## src/sv/assert_macros.svh

```systemverilog
// Assertion macros shared by the ingest core modules.
`ifndef ASSERT_MACROS_SVH
`define ASSERT_MACROS_SVH
`ifndef SYNTHESIS
// Clocked check, disabled while reset is asserted.
`define ASSERT_CLK(lbl, clk, rst_n, prop, msg) \
	lbl: assert property (@(posedge clk) disable iff (!rst_n) prop) else $error(msg);
// Clocked check that also holds during reset.
`define ASSERT_ALWAYS(lbl, clk, prop, msg) \
	lbl: assert property (@(posedge clk) prop) else $error(msg);
`else
`define ASSERT_CLK(lbl, clk, rst_n, prop, msg)
`define ASSERT_ALWAYS(lbl, clk, prop, msg)
`endif
`endif

```

## src/sv/tieug_pkg.sv

```systemverilog
// Types, constants and helpers for the text ingest core.
package tieug_pkg;

	localparam int COUNT_BITS = 32;
	localparam int QDEPTH     = 4;
	localparam int QPTR_BITS  = $clog2(QDEPTH);
	localparam int QCNT_BITS  = $clog2(QDEPTH + 1);

	localparam logic [7:0] BYTE_LF = 8'h0A;
	localparam logic [7:0] BYTE_CR = 8'h0D;
	localparam logic [1:0] TOP_LEAD = 2'b11;
	localparam logic [1:0] TOP_CONT = 2'b10;

	localparam logic [1:0] ENDING_LF   = 2'd0;
	localparam logic [1:0] ENDING_CR   = 2'd1;
	localparam logic [1:0] ENDING_CRLF = 2'd2;

	typedef logic [COUNT_BITS-1:0] cnt_t;

	typedef struct packed {
		logic [7:0] in_byte;
		logic       is_last;
	} in_item_t;

	typedef struct packed {
		logic [31:0] rune_word;
		logic        rune_valid;
		logic [1:0]  ending;
		logic        is_final;
	} out_item_t;

	// Which of the two result slots are written this cycle
	typedef struct packed {
		logic first;
		logic second;
	} push_t;

	// Saturating increment
	function automatic cnt_t sat_inc(input cnt_t v);
		return (v == '1) ? v : cnt_t'(v + 1'b1);
	endfunction

endpackage

```

## src/sv/text_ingest_eol_utf8_grouper_core.sv

```systemverilog
// Top level: input register, normalizer/grouper and result queue.
// Path: a byte held in the input register passes through the normalizer into the result
// queue, which registers each result before the output; a second result follows it out.
// Throughput: one byte per cycle; results drain one per cycle while result_stall is low,
// from a four-entry queue; the input register holds when under two entries are free.
// Reset (arst_n low, asynchronous) clears counters, pending rune and queue.
module text_ingest_eol_utf8_grouper_core (
	input  logic                  clk,
	input  logic                  arst_n,
	input  logic                  item_valid,
	output logic                  item_stall,
	input  tieug_pkg::in_item_t   item,
	output logic                  result_valid,
	input  logic                  result_stall,
	output tieug_pkg::out_item_t  result
);
	import tieug_pkg::*;

	logic       valid_s1;
	in_item_t   item_s1;
	logic       room, proc, accept;
	push_t      push;
	out_item_t  first_item, second_item;

	assign proc       = valid_s1 && room;
	assign item_stall = valid_s1 && !room;
	assign accept     = item_valid && !item_stall;

	// Input register
	always_ff @(posedge clk or negedge arst_n) begin
		if (!arst_n) begin
			valid_s1 <= 1'b0;
		end else if (accept) begin
			valid_s1 <= 1'b1;
		end else if (proc) begin
			valid_s1 <= 1'b0;
		end
	end

	always_ff @(posedge clk) begin
		if (accept) begin
			item_s1 <= item;
		end
	end

	tieug_norm u_norm (
		.clk         (clk),
		.arst_n      (arst_n),
		.proc        (proc),
		.item        (item_s1),
		.push        (push),
		.first_item  (first_item),
		.second_item (second_item)
	);

	tieug_outq u_outq (
		.clk          (clk),
		.arst_n       (arst_n),
		.push         (push),
		.first_item   (first_item),
		.second_item  (second_item),
		.room         (room),
		.result_valid (result_valid),
		.result_stall (result_stall),
		.result       (result)
	);

endmodule

```

## src/sv/tieug_norm.sv

```systemverilog
// Line-ending normalization, rune grouping and ending counters.
`include "assert_macros.svh"
module tieug_norm (
	input  logic                  clk,
	input  logic                  arst_n,
	input  logic                  proc,
	input  tieug_pkg::in_item_t   item,
	output tieug_pkg::push_t      push,
	output tieug_pkg::out_item_t  first_item,
	output tieug_pkg::out_item_t  second_item
);
	import tieug_pkg::*;

	logic        after_cr_q;
	logic [31:0] rune_q;
	logic [2:0]  pend_cnt_q;
	cnt_t        lf_cnt_q, cr_cnt_q, crlf_cnt_q;

	logic        is_lf, is_cr;
	logic        grp_en, lead, emit;
	logic [7:0]  gb;
	logic        ac_n;
	logic [31:0] rune_n;
	logic [2:0]  cnt_n;
	cnt_t        lf_n, cr_n, crlf_n, cr_f;
	logic [1:0]  ending;

	// CR/LF handling and counter updates
	always_comb begin
		is_lf  = (item.in_byte == BYTE_LF);
		is_cr  = (item.in_byte == BYTE_CR);
		lf_n   = lf_cnt_q;
		cr_n   = cr_cnt_q;
		crlf_n = crlf_cnt_q;
		ac_n   = after_cr_q;
		grp_en = 1'b1;
		gb     = item.in_byte;
		if (is_lf) begin
			if (after_cr_q) begin
				crlf_n = sat_inc(crlf_cnt_q);
				ac_n   = 1'b0;
				grp_en = 1'b0;
			end else begin
				lf_n = sat_inc(lf_cnt_q);
			end
		end else if (is_cr) begin
			if (after_cr_q) begin
				cr_n = sat_inc(cr_cnt_q);
			end
			ac_n = 1'b1;
			gb   = BYTE_LF;
		end else begin
			if (after_cr_q) begin
				cr_n = sat_inc(cr_cnt_q);
			end
			ac_n = 1'b0;
		end
	end

	// Rune grouping
	always_comb begin
		lead   = !gb[7] || (gb[7:6] == TOP_LEAD);
		emit   = 1'b0;
		rune_n = rune_q;
		cnt_n  = pend_cnt_q;
		if (grp_en && lead) begin
			emit   = (pend_cnt_q != 3'd0);
			rune_n = {24'd0, gb};
			cnt_n  = 3'd1;
		end else if (grp_en && (gb[7:6] == TOP_CONT) && (pend_cnt_q != 3'd0)
			&& (pend_cnt_q != 3'd4)) begin
			rune_n = rune_q | ({24'd0, gb} << {pend_cnt_q[1:0], 3'b000});
			cnt_n  = pend_cnt_q + 3'd1;
		end
	end

	// Trailing CR counts as lone CR; the most frequent ending wins on the last byte, ties go to LF
	always_comb begin
		cr_f = ac_n ? sat_inc(cr_n) : cr_n;
		if ((cr_f > lf_n) && (cr_f > crlf_n)) begin
			ending = ENDING_CR;
		end else if ((crlf_n > lf_n) && (crlf_n > cr_f)) begin
			ending = ENDING_CRLF;
		end else begin
			ending = ENDING_LF;
		end
	end

	// Result slots
	always_comb begin
		push.first             = proc && emit;
		push.second            = proc && item.is_last;
		first_item.rune_word   = rune_q;
		first_item.rune_valid  = 1'b1;
		first_item.ending      = ENDING_LF;
		first_item.is_final    = 1'b0;
		second_item.rune_word  = (cnt_n != 3'd0) ? rune_n : 32'd0;
		second_item.rune_valid = (cnt_n != 3'd0);
		second_item.ending     = ending;
		second_item.is_final   = 1'b1;
	end

	// State registers; the last byte returns everything to reset
	always_ff @(posedge clk or negedge arst_n) begin
		if (!arst_n) begin
			after_cr_q <= 1'b0;
			rune_q     <= 32'd0;
			pend_cnt_q <= 3'd0;
			lf_cnt_q   <= '0;
			cr_cnt_q   <= '0;
			crlf_cnt_q <= '0;
		end else if (proc) begin
			if (item.is_last) begin
				after_cr_q <= 1'b0;
				rune_q     <= 32'd0;
				pend_cnt_q <= 3'd0;
				lf_cnt_q   <= '0;
				cr_cnt_q   <= '0;
				crlf_cnt_q <= '0;
			end else begin
				after_cr_q <= ac_n;
				rune_q     <= rune_n;
				pend_cnt_q <= cnt_n;
				lf_cnt_q   <= lf_n;
				cr_cnt_q   <= cr_n;
				crlf_cnt_q <= crlf_n;
			end
		end
	end

	`ASSERT_CLK(a_pend_max, clk, arst_n, pend_cnt_q <= 3'd4, "pending rune holds more than four bytes")
	`ASSERT_CLK(a_final_clears, clk, arst_n, (proc && item.is_last) |=> (pend_cnt_q == 3'd0 && !after_cr_q && lf_cnt_q == '0), "state not cleared after final byte")
	`ASSERT_CLK(a_emit_pending, clk, arst_n, push.first |-> (pend_cnt_q != 3'd0), "rune emitted with nothing pending")

endmodule

```

## src/sv/tieug_outq.sv

```systemverilog
// Result queue: up to two writes and one read per cycle.
`include "assert_macros.svh"
module tieug_outq (
	input  logic                  clk,
	input  logic                  arst_n,
	input  tieug_pkg::push_t      push,
	input  tieug_pkg::out_item_t  first_item,
	input  tieug_pkg::out_item_t  second_item,
	output logic                  room,
	output logic                  result_valid,
	input  logic                  result_stall,
	output tieug_pkg::out_item_t  result
);
	import tieug_pkg::*;

	out_item_t               mem [QDEPTH];
	logic [QPTR_BITS-1:0]    wr_ptr_q, rd_ptr_q;
	logic [QCNT_BITS-1:0]    cnt_q;
	logic [1:0]              n_push;
	logic                    pop;

	assign n_push       = {1'b0, push.first} + {1'b0, push.second};
	assign pop          = result_valid && !result_stall;
	assign result_valid = (cnt_q != '0);
	assign result       = mem[rd_ptr_q];
	assign room         = (cnt_q <= QCNT_BITS'(QDEPTH - 2));

	// Storage writes, first slot ahead of second
	always_ff @(posedge clk) begin
		if (push.first || push.second) begin
			mem[wr_ptr_q] <= push.first ? first_item : second_item;
		end
		if (push.first && push.second) begin
			mem[QPTR_BITS'(wr_ptr_q + 1'b1)] <= second_item;
		end
	end

	// Pointers and fill count
	always_ff @(posedge clk or negedge arst_n) begin
		if (!arst_n) begin
			wr_ptr_q <= '0;
			rd_ptr_q <= '0;
			cnt_q    <= '0;
		end else begin
			wr_ptr_q <= QPTR_BITS'(wr_ptr_q + n_push);
			if (pop) begin
				rd_ptr_q <= QPTR_BITS'(rd_ptr_q + 1'b1);
			end
			cnt_q <= QCNT_BITS'(cnt_q + n_push - {1'b0, pop});
		end
	end

	`ASSERT_CLK(a_cnt_max, clk, arst_n, cnt_q <= QCNT_BITS'(QDEPTH), "queue count above depth")
	`ASSERT_CLK(a_no_overflow, clk, arst_n, (push.first || push.second) |-> ((cnt_q + n_push) <= QDEPTH), "queue overflow")
	`ASSERT_CLK(a_ptr_track, clk, arst_n, (QPTR_BITS'(rd_ptr_q + cnt_q) == wr_ptr_q) || (cnt_q == QCNT_BITS'(QDEPTH)), "pointers disagree with count")

endmodule
```

## config.mk

```make
export PLATFORM = sky130hd
export DESIGN_NAME = text_ingest_eol_utf8_grouper_core
export DESIGN_NICKNAME = d
export VERILOG_FILES = /design/src/sv/tieug_pkg.sv /design/src/sv/text_ingest_eol_utf8_grouper_core.sv /design/src/sv/tieug_norm.sv /design/src/sv/tieug_outq.sv
export VERILOG_INCLUDE_DIRS = /design/src /design/src/sv
export SDC_FILE = /design/constraint.sdc
export NUM_CORES = 1
export LEC_CHECK = 0
export BUFFER_PORTS_ARGS = -buffer_cell sky130_fd_sc_hd__buf_2
export CAP_MARGIN = 20
export CORE_MARGIN = 2
export CORE_UTILIZATION = 29
export DETAILED_ROUTE_END_ITERATION = 10
export SLEW_MARGIN = 30
export SYNTH_ARGS = -nofsm -noshare
export SYNTH_HDL_FRONTEND = slang
export SYNTH_SLANG_ARGS = --single-unit
```

## constraint.sdc

```tcl
create_clock -name clk -period 12.7 [get_ports clk]
set_input_delay 0 -clock clk [delete_from_list [all_inputs] [get_ports clk]]
set_output_delay 0 -clock clk [all_outputs]
set_load 0.05 [all_outputs]
```

==> results of run 1 <==
cells by family after synthesis:
family	count (synthesis)
simple gates	695
mux	41
flops	293
compound gates	481
fa+ha+maj	109
buf+inv	162
xor+xnor	119
power groups by stage:
stage	sequential (mW)	clock [mW]	combinational, mW
CTS	1.29	1.00	1.36
finish	1.29	0.977	1.34
floorplan	1.26	0	0.972
global route	1.31	1.04	1.43
detailed placement	1.31	0	1.35
global placement	1.30	0	1.34
worst reg2reg max path, cell delays in order, from the launching register on:
cell and delay (ps):
dfrtp_1 560, ha_1 420, nand4_1 260, or3_1 440
a211oi_1 600, nand2_1 290, and4b_1 290, o311a_1 370
and4_1 220, a211oi_1 230, buf_4 230, nand3_1 230
nor2_1 180, xnor2_1 210, ha_1 320, a21o_1 170
a21oi_1 170, nor2b_1 70, o21ai_0 150, nand2b_1 70
a21oi_1 190, nor2b_1 80, o21ai_0 140, nand2_1 120
o2111ai_1 470, nor2_1 110
per-stage QoR:
| stage | hold WS, ps | cell area, um^2 | setup WS (ps) | instances | utilization, % |
|---|---|---|---|---|---|
| after floorplan | -295.6 | 18330 | 6956 | 1900 | - |
| after global placement | 81.16 | 19410 | 6151 | 2722 | 30.95 |
| after detailed placement | 85.53 | 19430 | 5993 | 2722 | 30.97 |
| after CTS | 37.29 | 20640 | 5950 | 2798 | 32.91 |
| after global routing | 86.49 | 20650 | 5326 | 2798 | 32.92 |
| final | 27.96 | 20650 | 5818 | 2798 | 32.92 |
worst max-delay path by stage:
stage | slack, ps | cells past startpoint | endpoint | startpoint
floorplan | 6960 | 24 | u_outq.mem[1][2] | u_norm.cr_cnt_q[1]
global route | 5330 | 25 | u_outq.mem[2][1] | u_norm.cr_cnt_q[0]
finish | 5820 | 25 | u_outq.mem[1][1] | u_norm.cr_cnt_q[0]
CTS | 5950 | 23 | u_outq.mem[1][1] | u_norm.cr_cnt_q[0]
detailed placement | 5990 | 23 | u_outq.mem[1][1] | u_norm.cr_cnt_q[0]
global placement | 6150 | 23 | u_outq.mem[1][1] | u_norm.cr_cnt_q[0]
metal layers:
metal  GRT usage (%)  part of all wire [%]  wire length (um)  vias up
met5               0                 0.026                14        -
li1                -                     -                 -     7020
met4           4.886                   2.3              1215        2
met2           27.95                    49             26520      514
met1           21.14                    43             22840     7412
met3           2.480                   5.8              3133       89
cell usage in the layout (no fill, tap or decap), types with 34 or more instances in the layout:
| cell type | instances |
|---|---|
| dfrtp_1 | 139 |
| nor3_1 | 36 |
| ha_1 | 108 |
| edfxtp_1 | 149 |
| xor2_1 | 45 |
| a21oi_1 | 125 |
| buf_2 | 49 |
| and3_1 | 34 |
| inv_1 | 64 |
| xnor2_1 | 74 |
| nand2_1 | 251 |
| clkbuf_16 | 37 |
| a22o_1 | 47 |
| nand3_1 | 51 |
| nand4_1 | 44 |
| o21ai_0 | 170 |
| nor2_1 | 137 |
| mux4_2 | 36 |
flip-flops by register name (all words and copies together), names as in the netlist:
signal / flops
item_s1: 9
u_norm.after_cr_q: 1
u_norm.cr_cnt_q: 32
u_norm.crlf_cnt_q: 32
u_norm.lf_cnt_q: 32
u_norm.pend_cnt_q: 3
u_norm.rune_q: 32
u_outq.cnt_q: 3
u_outq.mem: 144
u_outq.rd_ptr_q: 2
u_outq.wr_ptr_q: 2
valid_s1: 1
final cells by class:
cell class | count | share of cell area (%)
repair buffers | 85 | 2.678
flip-flops and latches | 293 | 39.02
multi-input cells | 1445 | 46.69
clock inverters | 11 | 0.4362
well taps | 846 | 5.125
clock buffers | 53 | 4.871
inverters | 65 | 1.181
==> impl_metrics.json, run 1 <==
{
  "status": "complete, no violations",
  "ant_nets": 0,
  "crit_type": "flip-flop to flip-flop",
  "postCtsHoldBufs": 12,
  "cts_resized": 0,
  "r2r_end": "u_outq.mem[1][1]",
  "synth_top_family_by_area": "simple AND/OR/NAND/NOR gates",
  "synthFlopType": "edfxtp_1",
  "clkPwrFrac_pct": 27.1,
  "setup_viol": 0,
  "synth_edf_count": 149,
  "core_mm2": 0.06274,
  "path_max_fanout": 12,
  "p_seq_share_pct": 35.8,
  "fp.dieW_um": 255.4,
  "grt-ovfl-total": 0,
  "cellLeakagePower_nw": 7.966,
  "synth_top_area_share_pct": 24.42,
  "cts_tree": "built",
  "drt-initial-drc-count": 1271,
  "clock_path_buffers": 3,
  "fp-row-count": 92,
  "p_total_mw": 3.606,
  "num_vias": 15040,
  "startpoint_type": "flip-flop",
  "io_buffer_count": 50,
  "die_h_um": 255.4,
  "syn_nets": 2022,
  "period_share_pct": 54.19,
  "fmax_ghz": 0.1453,
  "p_per_area_mw_per_mm2": 174.6,
  "grt_pass1_vias": 14710,
  "drc": 0,
  "io_pins": 51,
  "ir_drop_mv": 0.1063,
  "wl_per_cell_um": 19.20,
  "cts_setup_buffers": 0,
  "numCtsBuffers": 35,
  "insertion_delay_ps": 570,
  "max_slew_margin_pct": 32.61,
  "drv_cap": 0,
  "skew_ps": 25.67,
  "grt_max_degree": 74,
  "synth_seq_area_share_pct": 43.97,
  "synth_common_cells": "nand2_1 (252), o21ai_0 (173), edfxtp_1 (149)",
  "crit_slowest_cell": "a211oi_1",
  "nets": 2047,
  "muxShareOfSynthArea_pct": 4.704,
  "p_sw_mw": 1.508,
  "synth-xor-area-share_pct": 5.688,
  "crit_path_end_kind": "flip-flop",
  "rsz0062_at_grt": "false",
  "hold_class": "primary input to async pin",
  "combPwrFrac_pct": 37.1,
  "slowest_delay_ps": 600,
  "ys_top_cells_by_area": "edfxtp_1 (24%), dfrtp_1 (19%), ha_1 (7.4%)",
  "syn2layout_area_growth_pct": 12.71,
  "antenna_found_initial": 1,
  "p_int_mw": 2.098,
  "clk_pin_slew_ps": 60,
  "hold_viol": 0,
  "period_needed_ps": 6882,
  "vias_per_cell": 5.374,
  "async_reset_ff_share_pct": 47.78,
  "register_area_mm2": 0.008059,
  "arrival_ps": 7170,
  "synth_most_common_cell": "nand2_1",
  "initial_core_util_pct": 29.21,
  "slew_violations": 0,
  "cts.htree.levels": 2,
  "dieArea_mm2": 0.06522,
  "synth_cell_types": 76,
  "drt_first_pass_iters": 6,
  "crit_family": "compound AO/OA/AOI/OAI gates",
  "drive_above_1_share_pct": 9.682,
  "fillers": 6427,
  "grt_pass1_wl_mm": 85.03,
  "postRouteWirelength_mm": 53.72,
  "worstPathBufferInverterCount": 1,
  "reg2reg_depth": 25,
  "switching_share_pct": 41.81,
  "synth_area_mm2": 0.01833,
  "worstMarginPinSlew_ps": 1006,
  "r2r-start": "u_norm.cr_cnt_q[0]",
  "grt_usage_pct": 16.30,
  "r2r_slack_ps": 5820,
  "ys_warn_count": 0,
  "place.gp.congestion": 0.9135,
  "finalSetupTns_ps": 0,
  "yosys.area_share.adder_pct": 7.483,
  "syn_avg_cell_area_um2": 9.645,
  "antenna_cells": 0,
  "synth_compound_area_share_pct": 16.20,
  "clock_sinks": 293,
  "synth-simple-area-share_pct": 18.31,
  "cp.required_ps": 12990,
  "synth_top_area_cell": "edfxtp_1",
  "hpwl_mm": 37.51,
  "clock_tree.root_cell": "clkbuf_16",
  "ys_ff_latch": 293,
  "multi_input_area_mm2": 0.009643,
  "syn_inst": 1900
}
Power figures use the tool's default switching activity.
==> run 2: changes to the inputs <==
==> constraint.sdc (replaced) <==
create_clock -name clk -period 6.95 [get_ports clk]
set_input_delay 0 -clock clk [delete_from_list [all_inputs] [get_ports clk]]
set_output_delay 0 -clock clk [all_outputs]
set_load 0.05 [all_outputs]
==> run 2 against run 1 <==
First-iteration DRC count is 0.87% higher. Die area stayed put. Setup slack worse by 5400 ps. Global-route usage hardly changed. Largest power group unchanged. Highest routed layer is now met4.
==> impl_metrics.json, run 2 (synthesis results as in run 1) <==
{
  "drt_first_pass_iters": 5,
  "grt_usage_pct": 16.30,
  "grt-ovfl-total": 0,
  "status": "complete, no violations",
  "drv_cap": 0,
  "cp.required_ps": 7330,
  "postRouteWirelength_mm": 54.11,
  "slew_violations": 0,
  "drive_above_1_share_pct": 10.98,
  "period_needed_ps": 6492,
  "fmax_ghz": 0.1540,
  "skew_ps": 22.47,
  "crit_path_end_kind": "flip-flop",
  "antenna_found_initial": 1,
  "syn2layout_area_growth_pct": 13.98,
  "crit_family": "simple AND/OR/NAND/NOR gates",
  "vias_per_cell": 5.337,
  "cts_tree": "built",
  "p_seq_share_pct": 34.9,
  "arrival_ps": 6870,
  "ir_drop_mv": 0.2288,
  "combPwrFrac_pct": 36.5,
  "grt_max_degree": 72,
  "slowest_delay_ps": 590,
  "antenna_cells": 0,
  "p_per_area_mw_per_mm2": 322.9,
  "worstMarginPinSlew_ps": 1004,
  "path_max_fanout": 11,
  "fp-row-count": 92,
  "finish.instance_area_mm2": 0.02089,
  "fillers": 6330,
  "clk_pin_slew_ps": 60,
  "regMostFlops": "u_outq.mem",
  "final_common_cell": "nand2_1",
  "hpwl_mm": 37.93,
  "switching_share_pct": 41.39,
  "numCtsBuffers": 35,
  "max_slew_margin_pct": 32.80,
  "drc": 0,
  "setup_slack_ps": 457.9,
  "grt_pass1_vias": 14840,
  "startpoint_type": "flip-flop",
  "io_pins": 51,
  "io_buffer_count": 50,
  "core_mm2": 0.06274,
  "dieArea_mm2": 0.06522,
  "place_ws_ps": 269.3,
  "grt_pass1_wl_mm": 85.19,
  "crit_type": "flip-flop to flip-flop",
  "num_vias": 15020,
  "period_share_pct": 93.41,
  "die_h_um": 255.4,
  "ant_nets": 0,
  "whs_ps": 33.26,
  "cts.htree.levels": 2,
  "path_common_cell": "o21a_1",
  "hold_viol": 0,
  "setup_viol": 0,
  "hold_class": "primary input to async pin",
  "cts_setup_buffers": 0,
  "largest_reg_flops": 144,
  "clock_tree.root_cell": "clkbuf_16",
  "initial_core_util_pct": 29.21,
  "layoutNonFillerInstCount": 2814,
  "nets": 2063,
  "clkPwrFrac_pct": 28.6,
  "cellLeakagePower_nw": 8.099,
  "layout_common_cells": "nand2_1 (251), o21ai_0 (170), edfxtp_1 (149)",
  "clock_path_buffers": 3,
  "multi_input_area_mm2": 0.009661,
  "p_sw_mw": 2.792,
  "fp.dieW_um": 255.4,
  "worstPathBufferInverterCount": 0,
  "path_cells": "ha_1 > nand4_1 > or3_1 > a211oi_2 > nand3_1 > xor2_1 > or4b_4 > or4_4 > nor2_1 > nor2_1 > mux2_2 > ha_1 > nor2b_1 > o21a_1 > o21a_1 > o21a_1 > o21a_1 > o21a_1 > o21a_1 > o21ai_0 > a21boi_0 > or2_2 > nor3_1",
  "dp.cells": 2738,
  "register_area_mm2": 0.008059,
  "place.gp.congestion": 0.9308,
  "drt-initial-drc-count": 1282,
  "wl_per_cell_um": 19.23,
  "place_area_mm2": 0.01955,
  "p_int_mw": 3.954,
  "crit_slowest_cell": "or4b_4",
  "clock_sinks": 293,
  "insertion_delay_ps": 560
}
## run 2: cell count changes in the layout (fill, tap and decap cells not counted), moves of 2 or more
cell / delta
buf_4: +16
clkbuf_1: -9
bufinv_16: +5
clkinv_2: +5
a211oi_1: -2
a211oi_2: +2
clkbuf_16: -2
inv_16: -2
## run 2: layout make-up
class                   count  area share (%)
repair buffers            101           3.223
multi-input cells        1445           46.25
inverters                  65           1.168
clock buffers              41           4.349
flip-flops and latches    293           38.58
well taps                 846           5.068
clock inverters            23           1.360
## run 2: final timing paths
kind	start	to	slack (ps)	cells after the start
max	u_norm.cr_cnt_q[0]	u_outq.mem[1][2]	460	23
max in group asynchronous	arst_n	u_outq.rd_ptr_q[0]	5720	3
max reg2reg	u_norm.cr_cnt_q[0]	u_outq.mem[1][2]	460	23
min	arst_n	u_norm.cr_cnt_q[5]	30	2
min reg2reg	u_outq.mem[1][0]	u_outq.mem[1][0]	510	2
min in group clk	item[6]	item_s1[6]	160	2
## run 2: worst reg2reg max path: cells and delay by family, from the launching register on
kind	cells	cell delay, ps
flops	1	540
compound gates	9	1590
simple gates	10	2960
xor+xnor	1	220
mux	1	320
fa+ha+maj	2	710
## run 2: stage by stage
| step | TNS (ps) | util (%) | power (mW) |
|---|---|---|---|
| floorplan | 0 | - | 4.080 |
| global placement | 0 | 31.14 | 4.813 |
| detailed placement | 0 | 31.15 | 4.865 |
| CTS | 0 | 33.25 | 6.811 |
| global route | -16.74 | 33.29 | 7.037 |
| finish | 0 | 33.29 | 6.745 |
## run 2: power by group through the flow
stage | combinational (mW) | sequential (mW) | clock [mW]
floorplan | 1.78 | 2.30 | 0
global placement | 2.45 | 2.36 | 0
detailed placement | 2.48 | 2.39 | 0
CTS | 2.49 | 2.35 | 1.97
global route | 2.62 | 2.38 | 2.03
finish | 2.46 | 2.35 | 1.93
## run 2: per-layer routing
layer / vias up / global-route usage (%) / wire, um
li1: 7019 / - / -
met1: 7405 / 21.31 / 23140
met2: 496 / 27.97 / 26630
met3: 97 / 1.994 / 2816
met4: 0 / 5.229 / 1515
met5: - / 0 / 0
## run 2: repair_timing
action                                 in CTS  in global routing
hold buffers                               12                  0
setup endpoints to repair                   0                  8
endpoints found under the hold margin      81                  0
resized for setup                           0                  5
